===== config.mk =====
export PLATFORM = sky130hd
export DESIGN_NAME = brc_odometer
export DESIGN_NICKNAME = d
export VERILOG_FILES = /design/src/design/brc_pkg.sv /design/src/design/brc_odometer.sv
export SDC_FILE = /design/constraint.sdc
export NUM_CORES = 1
export LEC_CHECK = 0
export BUFFER_PORTS_ARGS = -buffer_cell sky130_fd_sc_hd__buf_2
export CELL_PAD_IN_SITES_DETAIL_PLACEMENT = 0
export CELL_PAD_IN_SITES_GLOBAL_PLACEMENT = 1
export CORE_MARGIN = 2
export CORE_UTILIZATION = 40
export DETAILED_ROUTE_END_ITERATION = 7
export HOLD_SLACK_MARGIN = 0.03
export PLACE_DENSITY = 0.81
export SYNTH_ARGS = -nofsm -noshare
export SYNTH_HDL_FRONTEND = slang
export SYNTH_SLANG_ARGS = --single-unit

===== constraint.sdc =====
create_clock -name clk -period 2.2 [get_ports clk]
set_input_delay 0.44 -clock clk [delete_from_list [all_inputs] [get_ports clk]]
set_output_delay 0.44 -clock clk [all_outputs]
set_load 0.005 [all_outputs]

===== src/design/brc_pkg.sv =====
// ----------------------------------------------------------------------------
// brc_pkg
// Shared types and constants of the byte rotor cipher: symbol width, request
// kinds, the pipeline slot record and the reflector function.
// ----------------------------------------------------------------------------
package brc_pkg;

    localparam int ALPHABET_SIZE = 256;
    localparam int SYM_W         = 8;
    localparam int HALF_SIZE     = ALPHABET_SIZE / 2;

    typedef logic [SYM_W-1:0] sym_t;

    localparam logic [1:0] KIND_CIPHER  = 2'd0;
    localparam logic [1:0] KIND_LOAD    = 2'd1;
    localparam logic [1:0] KIND_RESTART = 2'd2;

    // How a lookup stage conditions the value it receives from the stage before.
    localparam logic [1:0] XF_NONE    = 2'd0;
    localparam logic [1:0] XF_REFLECT = 2'd1;
    localparam logic [1:0] XF_SUB     = 2'd2;

    localparam sym_t SYM_MAX = sym_t'(ALPHABET_SIZE - 1);

    typedef struct packed {
        logic       valid;
        logic       is_load;
        logic [1:0] sel;
        sym_t       pos;
        sym_t       tgt;
        sym_t       x;
    } slot_t;

    // The reflector swaps the two halves of the alphabet.
    function automatic sym_t reflect_sym(input sym_t x);
        return x ^ sym_t'(HALF_SIZE);
    endfunction

endpackage


===== src/design/brc_odometer.sv =====
// ----------------------------------------------------------------------------
// brc_odometer
// Rotor offset counter: rotor 0 steps on every cipher request, each rotor
// carries into the next when it wraps, and a restart clears all offsets.
// ----------------------------------------------------------------------------
module brc_odometer import brc_pkg::*; #(
    parameter int ROTOR_COUNT = 3
) (
    input  logic                             clk,
    input  logic                             rst_n,
    input  logic                             step,
    input  logic                             restart,
    output logic [ROTOR_COUNT-1:0][SYM_W-1:0] offs
);

    logic [ROTOR_COUNT-1:0][SYM_W-1:0] offs_reg;
    logic [ROTOR_COUNT-1:0][SYM_W-1:0] offs_next;
    logic                              carry;

    always_comb
    begin
        carry = 1'b1;
        for (int r = 0; r < ROTOR_COUNT; r++)
        begin
            offs_next[r] = offs_reg[r] + sym_t'(carry);
            carry        = carry & (offs_reg[r] == SYM_MAX);
        end
        if (restart)
        begin
            offs_next = '0;
        end
        else if (!step)
        begin
            offs_next = offs_reg;
        end
    end

    always_ff @(posedge clk or negedge rst_n)
    begin
        if (!rst_n)
        begin
            offs_reg <= '0;
        end
        else
        begin
            offs_reg <= offs_next;
        end
    end

    assign offs = offs_reg;

    a_restart_zero: assert property (@(posedge clk) disable iff (!rst_n)
        restart |=> (offs_reg == '0))
        else $error("rotor offsets not cleared by restart");

    a_first_steps: assert property (@(posedge clk) disable iff (!rst_n)
        step && !restart |=> (offs_reg[0] == sym_t'($past(offs_reg[0]) + 1'b1)))
        else $error("first rotor did not advance on a cipher request");

endmodule


==> results.tsv <==
stage	metric	value	unit
synthesis	ys_seq_area_frac	0.5000	
route	firstDrtPassIters	6	
global_route	grt_pass1_wl	3933	um
synthesis	synth.distinct_cells	17	
synthesis	synth_area_leaders	dfrtp_1, xor2_1, ha_1	
setup_path	end_kind	register	
place	dp_slack	-55.28	ps
route	vias	1021	
floorplanning	dieWidth	58.80	um
setup_path	path_cells	ha_1 -> nand3_1 -> nor4_2 -> ha_2 -> buf_4 -> o2111ai_4 -> or3_1 -> a21oi_1	
floorplanning	dieArea	3457	sq um
clock_tree	cts_root_buf	clkbuf_4	
place	placed_cells	174	
setup_path	crit_end	offs[23]$_DFFE_PN0P_	
clock_tree	cts_made_buffers	3	
clock_tree	clock_path_buffers	2	
floorplanning	io_pins	28	
synthesis	syn_area_per_cell	10.35	sq um
sta	hold_viol_final	0	
setup_path	timing.rr.start	offs[1]$_DFFE_PN0P_	
synthesis	synthCells	116	
power	p_leak	0.7037	nW
clock_tree	worst_skew_pair.late_latency	310	ps
run_status	violations	DRC	
synthesis	synth.cell_area	1201	sq um
sta	fin_crit_sh	0.9304	
finish	layout_commonest_cell	buf_2	
sta	rsz0062_at_grt	false	
place	dp_hpwl	1753	um
job	cap_violations	0	
route	wl_per_cell	13.51	um
worst_hold_path	hp-class	in2async	
global_route	grt_antenna_before_repair	0	
finish	final_cell_mix	buf_2, dfrtp_1, nor2_1	
clock_tree	htree_num_levels	1	
sta	layout_min_cycle_time	2047	ps
synthesis	synthesis.nets	125	
global_route	grt_max_degree	25	
setup_path	startpoint	offs[1]$_DFFE_PN0P_	
floorplanning	die_h	58.80	um
finish	nFillCells	281	
setup_path	critPathKind	reg2reg	
place	numPortBuffers	27	
finish	num_antenna_cells	0	
finish	area_growth	20.94	%
finish	fin_nets	160	
power	p_per_area	502.6	nW/um^2
synthesis	yosysTopAreaCell	dfrtp_1	
setup_path	startpoint_type	register	
setup_path	crit_arrival	2290	ps
route	via_per_inst	5.641	
setup_path	crit_slowest_cell	dfrtp_1	
setup_path	worst-r2r-cell-count	8	
global_route	grt_overflow_total	0	
sta	hold_slack	94.04	ps
floorplanning	initial_core_util	0.4282	
finish	final_cells	181	
finish	drive_gt1_frac	0.3067	
sta	fmax	488.6	MHz
floorplanning	fp.coreArea	2805	sq um
synthesis	synth_seq_cells	24	
sta	report.final.slew_viol_count	0	
global_route	grt_usage	0.1494	
power	peakVddDrop	0.2468	mV
setup_path	r2r-end	offs[23]$_DFFE_PN0P_	
route	drtIter0Drc	46	
setup_path	cp_max_fo	5	
global_route	grt_pass1_vias	871	
setup_path	ff2ff_setup_slack	150	ps
clock_tree	clkTransAtPathRegs	130	ps
synthesis	synth-warning-count	0	
sta	setup_ws	153.2	ps
setup_path	critPathMaxStageDelay	380	ps
sta	relSlewSlack	0.6396	
sta	setup_violations	0	
sta	finClkSkew	5.846	ps
sta	worst_pin_slew	540.6	ps
place	gp_congestion	0.7997	
route	routed_wl	2446	um
route	drc	2	
synthesis	synth.top_cell.area_share	0.5000	
setup_path	required	2440	ps
clock_tree	clock-sinks	24	
floorplanning	rows	19	
finish	largest_register_ffs	24	
run_status	status	complete, but fails checks	
route	postRouteAntennaNets	0	
clock_tree	cts_tree	built	
==> through the flow <==
stage	TNS, ps	utilization	cell area (sq um)	power, mW
finish	0	0.5178	1453	0.7301
global route	0	0.5178	1453	0.7646
CTS	0	0.5089	1428	0.7410
detailed placement	-55.28	0.4929	1383	0.5072
global placement	0	0.4929	1383	0.5060
floorplan	0	-	1201	0.4836
==> how the worst min path moves through the flow <==
stage | start | endpoint | cells after the start
after CTS | rst_n | offs[13]$_DFFE_PN0P_ | 1
after global placement | rst_n | offs[14]$_DFFE_PN0P_ | 1
after detailed placement | rst_n | offs[14]$_DFFE_PN0P_ | 1
after global routing | rst_n | offs[14]$_DFFE_PN0P_ | 1
after floorplan | rst_n | offs[0]$_DFFE_PN0P_ | 0
final | rst_n | offs[16]$_DFFE_PN0P_ | 1
==> power breakdown <==
| part | switching (mW) | internal (mW) | leakage [nW] |
|---|---|---|---|
| logic | 0.0334 | 0.0170 | 0.352 |
| clock network | 0.132 | 0.101 | 0.0210 |
| registers | 0.00217 | 0.445 | 0.331 |
| total | 0.167 | 0.563 | 0.704 |
==> layer usage <==
layer | vias up | global-route usage | wire (um)
met5 | - | 0 | 0
met4 | 0 | 0.06818 | 27
met3 | 2 | 0.02857 | 116
met2 | 23 | 0.2349 | 1180
met1 | 515 | 0.1992 | 1121
li1 | 481 | - | -
==> layout make-up <==
| class | instances | area, sq um | share of cell area |
|---|---|---|---|
| timing repair buffer | 35 | 195.2 | 0.1344 |
| tap | 31 | 38.79 | 0.02670 |
| clock buffer | 4 | 36.28 | 0.02498 |
| sequential | 24 | 603.1 | 0.4152 |
| multi-input combinational | 87 | 579.3 | 0.3988 |
==> cells by family (layout without fill, tap and decap cells) <==
group	Yosys count	after routing	share of synthesized area
XOR/XNOR	10	10	0.07292
AO/OA/AOI/OAI	21	21	0.1219
multiplexers	5	5	0.04167
flip-flops	24	24	0.5000
buffers and inverters	5	39	0.02500
AND/OR/NAND/NOR	46	46	0.1865
adder cells (fa/ha/maj)	5	5	0.05208
==> Yosys cell counts <==
cell,instances
nand3_1,7
nor2_1,16
dfrtp_1,24
a21oi_1,9
ha_1,5
or3_1,9
o2111ai_4,1
nor4_1,1
xor2_1,9
nand4_1,7
buf_4,3
nand2_1,6
clkbuf_1,2
o21ai_0,9
o2111ai_2,2
xnor2_1,1
mux2i_1,5
==> what timing repair did <==
item | 4_1_cts | 5_1_grt
hold buffers | 0 | 0
resized for setup | 2 | 2
endpoints found under the setup margin | 1 | 1
buffers inserted | 0 | 3
pin swaps | 1 | 2
==> critical path: cells and delay by family (launching register included) <==
family          cells  cell delay [ps]
fa+ha+maj           2              470
flops               1              380
compound gates      2              290
simple gates        3              720
buf+inv             1              110
Power figures use the tool's default switching activity.
