File: src/design/brc_pkg.sv
// ----------------------------------------------------------------------------
// brc_pkg
// Shared types and constants of the byte rotor cipher: symbol width, request
// kinds, the pipeline slot record and the reflector function.
// ----------------------------------------------------------------------------
package brc_pkg;

    localparam int ALPHABET_SIZE = 256;
    localparam int SYM_W         = 8;
    localparam int HALF_SIZE     = ALPHABET_SIZE / 2;

    typedef logic [SYM_W-1:0] sym_t;

    localparam logic [1:0] KIND_CIPHER  = 2'd0;
    localparam logic [1:0] KIND_LOAD    = 2'd1;
    localparam logic [1:0] KIND_RESTART = 2'd2;

    // How a lookup stage conditions the value it receives from the stage before.
    localparam logic [1:0] XF_NONE    = 2'd0;
    localparam logic [1:0] XF_REFLECT = 2'd1;
    localparam logic [1:0] XF_SUB     = 2'd2;

    localparam sym_t SYM_MAX = sym_t'(ALPHABET_SIZE - 1);

    typedef struct packed {
        logic       valid;
        logic       is_load;
        logic [1:0] sel;
        sym_t       pos;
        sym_t       tgt;
        sym_t       x;
    } slot_t;

    // The reflector swaps the two halves of the alphabet.
    function automatic sym_t reflect_sym(input sym_t x);
        return x ^ sym_t'(HALF_SIZE);
    endfunction

endpackage

File: src/design/brc_stage.sv
// ----------------------------------------------------------------------------
// brc_stage
// One lookup stage: a 256-entry wiring memory of one rotor, forward or
// inverse, with its slot register. Loads write the memory as they pass.
// ----------------------------------------------------------------------------
module brc_stage import brc_pkg::*; #(
    parameter int         ROTOR       = 0,
    parameter bit         FORWARD     = 1'b1,
    parameter int         ROTOR_COUNT = 3,
    parameter logic [1:0] XFORM       = XF_NONE,
    parameter int         SUB_ROTOR   = 0
) (
    input  logic                             clk,
    input  logic                             rst_n,
    input  logic                             en,
    input  slot_t                            slot_in,
    input  logic [ROTOR_COUNT-1:0][SYM_W-1:0] offs_in,
    output slot_t                            slot_out,
    output logic [ROTOR_COUNT-1:0][SYM_W-1:0] offs_out
);

    sym_t  mem [ALPHABET_SIZE];

    sym_t  x_in;
    sym_t  rd_addr;
    sym_t  wr_addr;
    sym_t  wr_data;
    logic  wr_en;

    logic  valid_reg;
    slot_t slot_reg;
    sym_t  rd_data_reg;
    logic [ROTOR_COUNT-1:0][SYM_W-1:0] offs_reg;

    always_comb
    begin
        case (XFORM)
            XF_REFLECT: x_in = reflect_sym(slot_in.x);
            XF_SUB:     x_in = slot_in.x - offs_in[SUB_ROTOR];
            default:    x_in = slot_in.x;
        endcase
        rd_addr = FORWARD ? sym_t'(x_in + offs_in[ROTOR]) : x_in;
    end

    // The forward table is indexed by position, the inverse one by target.
    assign wr_en   = en && slot_in.valid && slot_in.is_load && (int'(slot_in.sel) == ROTOR);
    assign wr_addr = FORWARD ? slot_in.pos : slot_in.tgt;
    assign wr_data = FORWARD ? slot_in.tgt : slot_in.pos;

    always_ff @(posedge clk)
    begin
        if (wr_en)
        begin
            mem[wr_addr] <= wr_data;
        end
        if (en)
        begin
            rd_data_reg <= mem[rd_addr];
        end
    end

    always_ff @(posedge clk or negedge rst_n)
    begin
        if (!rst_n)
        begin
            valid_reg <= 1'b0;
        end
        else if (en)
        begin
            valid_reg <= slot_in.valid;
        end
    end

    always_ff @(posedge clk)
    begin
        if (en)
        begin
            slot_reg <= slot_in;
            offs_reg <= offs_in;
        end
    end

    always_comb
    begin
        slot_out       = slot_reg;
        slot_out.valid = valid_reg;
        slot_out.x     = rd_data_reg;
    end

    assign offs_out = offs_reg;

    a_hold_on_stall: assert property (@(posedge clk) disable iff (!rst_n)
        !en |=> $stable(rd_data_reg) && $stable(valid_reg))
        else $error("lookup stage changed while the pipeline was stalled");

endmodule

File: config.mk
export PLATFORM = sky130hd
export DESIGN_NAME = brc_stage
export DESIGN_NICKNAME = d
export VERILOG_FILES = /design/src/design/brc_pkg.sv /design/src/design/brc_stage.sv
export SDC_FILE = /design/constraint.sdc
export NUM_CORES = 2
export LEC_CHECK = 0
export ABC_AREA = 1
export BUFFER_PORTS_ARGS = -buffer_cell sky130_fd_sc_hd__buf_4
export CAP_MARGIN = 20
export CORE_MARGIN = 1.5
export CORE_UTILIZATION = 40
export DETAILED_ROUTE_END_ITERATION = 7
export GPL_TIMING_DRIVEN = 1
export PLACE_DENSITY_LB_ADDON = 0.15
export SYNTH_ARGS = -nofsm -noshare
export SYNTH_HDL_FRONTEND = slang
export SYNTH_SLANG_ARGS = --single-unit
File: constraint.sdc
create_clock -name clk -period 1.9 [get_ports clk]
set_clock_uncertainty 0.15 [all_clocks]
set_input_delay 0.475 -clock clk [delete_from_list [all_inputs] [get_ports clk]]
set_output_delay 0.475 -clock clk [all_outputs]
set_load 0.01 [all_outputs]
==> metrics.txt <==
outcome=complete, but fails checks; failing checks=setup timing; final hold vios=0; Worst Tran Pin Value=794 ps; FF-to-FF End=rd_data_reg[0]; Clock transition at path regs=60 ps; MaxCap Viol Count=0; total core area=222000 µm²; first-pass GRT wire length=402000 µm; Final nets=9008; Area growth syn-to-layout=23.0%; Via-to-Cell Ratio=5.10; synthesized area=89400 µm²; total gr overflow=0; main combinational cell family by area after synthesis=simple AND/OR/NAND/NOR gates; Critical path origin=offs_in[0]; Max H-tree Level=4; RSZ-0062 raised after global routing=true; initial antenna violation count=8; vias in the first global route=59.8k; largest net degree at the start of global routing=93; simple-gate area share of the yosys netlist=0.213; Compound-Gate Fraction of Synth Area=0.0225; Worst Reg2Reg Path Length in Cells=11; worst-path fanout max=40; Most common cell on crit path=nand2_1; Avg Cell Area, Syn=10.6 µm²; critical path arrival=3290 ps; Longest Clk Path Bufs=3; peak supply drop=1.00 mV; GP Congestion=0.870; slack of the critical path=-915 ps; post-synth net total=8473; mux contribution to synthesized area=0; die width=476 µm; synth unique cells=30; num rows=173; Post-Synth XOR/XNOR Area=0.000882; DIE AREA=226000 µm²; count of input and output buffers=106; Tmin final=2820 ps; Placed Area=101000 µm²; register area share after synthesis=0.706; starting density of the core=0.402; Lkg Pwr=43.2 nW; Die H=476 µm; TritonCTS clock tree=built; flops & latches, synth=2100; Adder-Cell Fraction of Synth Area=0.00120; fin crit share=1.48; R2R Setup Slk=-180 ps; hold depth=2; max reg flops=2048; crit-path max cell delay=760 ps; Power Density=1010 nW/µm²; post-route ant nets=0; Worst slew margin=0.471; Hold Path Sink=offs_out[22]; total iterations of the first detailed-routing run=6; Setup CP Type=in2reg; endpoints failing setup=60; Slew Limit Fails=0; CTS root buf=clkbuf_16; clk sink count=2100; Skew-Pair Late Insertion Delay=880 ps; Wirelength per Cell=22.7 µm; path category of the worst min-delay check=in2reg; crit path cell chain=buf_8, ha_4, inv_2, fa_4, buf_12, inv_16, buf_16, buf_12, nand3_1, nand2_1, nand2_1, nand3_1, nand3_2, nand3_4, nand3_4, nand2_1, nand2_1, nand2_1; pre-CTS WS=-2100 ps; crit path launch type=input port; gr usage total=0.242; number of CTS-inserted buffers=222; HPWL after DPL=175000 µm; Max Fclk=0.355 GHz; DRC violations left=0; share of layout cells above drive strength 1=0.159; hold slack final=183 ps; CP Capture Type=flip-flop; Ports=107; Final Power=111 mW; Crit path required time=2370 ps; design area=110000 µm²; Worst Hold Launch=offs_in[22]; R2R Path Start=mem[110][0]; Post-Route WL=275000 µm; Initial DRC Count=5702; synthesis warning total=0; largest register by flop count=mem; total vias in the final route=61.7k; Mapped Cells=8410; CP max-delay cell=fa_4
[timing repair]
| action | CTS | global route |
|---|---|---|
| hold endpoints to repair | 178 | 0 |
| gates resized for setup | 213 | 44 |
| setup buffers | 17 | 4 |
| setup endpoints to repair | 60 | 93 |
| gates cloned | 17 | 3 |
| pin swaps | 28 | 11 |
| hold buffers | 48 | 0 |
[power by group]
| group | switching, mW | internal (mW) | total, mW |
|---|---|---|---|
| clock network | 18.3 | 22.8 | 41.1 |
| logic | 12.2 | 6.66 | 18.9 |
| registers | 0.172 | 51.1 | 51.3 |
| total | 30.6 | 80.6 | 111 |
[worst max-delay path, delay by kind of cell]
kind | cells | cell delay (ps)
AND/OR/NAND/NOR | 10 | 1080
adder cells (fa/ha/maj) | 2 | 880
buffers and inverters | 6 | 750
[cell usage after synthesis]
cell | n | area (µm²)
nand3b_1 | 2 | 15.0
dfrtp_1 | 1 | 25.0
or2_1 | 1 | 6.26
nand4_1 | 2 | 12.5
nor3_1 | 4 | 20.0
buf_4 | 52 | 390
nand2_1 | 2800 | 10500
a21oi_1 | 3 | 15.0
or2_2 | 66 | 413
inv_2 | 4 | 15.0
nand3_1 | 952 | 4760
inv_1 | 713 | 2680
o21bai_2 | 1 | 11.3
o21ai_1 | 61 | 305
fa_1 | 1 | 20.0
buf_1 | 44 | 165
nor2_1 | 880 | 3300
xor2_1 | 4 | 35.0
nand2_2 | 1 | 6.26
buf_2 | 257 | 1290
ha_1 | 7 | 87.6
buf_6 | 5 | 56.3
xnor2_2 | 1 | 16.3
o21ai_0 | 307 | 1540
clkbuf_1 | 121 | 454
nor4b_1 | 1 | 8.76
edfxtp_1 | 2099 | 63000
a21oi_2 | 1 | 8.76
o211ai_1 | 18 | 135
xor2_4 | 1 | 27.5
[per-layer routing]
layer,track usage,up-vias,routed length [µm]
met3,0.0298,403,16000
li1,-,29000,-
met4,0.0726,2,8390
met5,0,-,18
met2,0.402,1965,133000
met1,0.331,30300,118000
[cell type report]
class,instances,area [µm²]
Inverter,717,2720
Tap cell,2975,3720
Multi-Input combinational cell,5114,23600
Sequential cell,2100,63100
Antenna cell,1,2.50
Fill cell,19800,112000
Clock inverter,130,947
Clock buffer,278,5810
Timing Repair inverter,1,8.76
Timing Repair Buffer,789,10000
[logic make-up after synthesis]
family          count (synthesis)
buf+inv                      1196
xor+xnor                        6
simple gates                 4709
fa+ha+maj                       8
flops                        2100
compound gates                391
[placed cells by master, fill, tap and decap left out, drive strengths merged]
master,n
a21oi,4
dfrtp,1
clkinvlp,6
xnor2,1
clkinv,105
nor4b,1
ha,7
nand3b,2
o21ai,368
xor2,5
edfxtp,2099
or2,67
diode,1
o21bai,1
nand2,2801
bufbuf,7
o211ai,18
nor2,880
dlygate4sd3,48
nand3,952
nand4,2
inv,728
fa,1
bufinv,9
buf,731
clkbuf,281
nor3,4
[stage by stage]
stage / std cells / setup TNS [ps] / util
2_1_floorplan: 8410 / -519570 / -
3_3_place_gp: 11600 / -1394590 / 0.453
3_5_place_dp: 11600 / -1389620 / 0.453
4_1_cts: 12100 / -16180 / 0.493
5_1_grt: 12100 / -17110 / 0.495
6_report: 12100 / -13640 / 0.495
[worst max-delay path by stage]
stage                          end  cells after the start  slack [ps]
finish              rd_data_reg[2]                     18        -920
global route        rd_data_reg[6]                     19        -920
CTS                 rd_data_reg[2]                     18        -780
detailed placement  rd_data_reg[3]                     18       -2100
global placement    rd_data_reg[3]                     18       -2150
floorplan           rd_data_reg[4]                     17        -710
No activity file was read; power rests on OpenSTA's default activity.
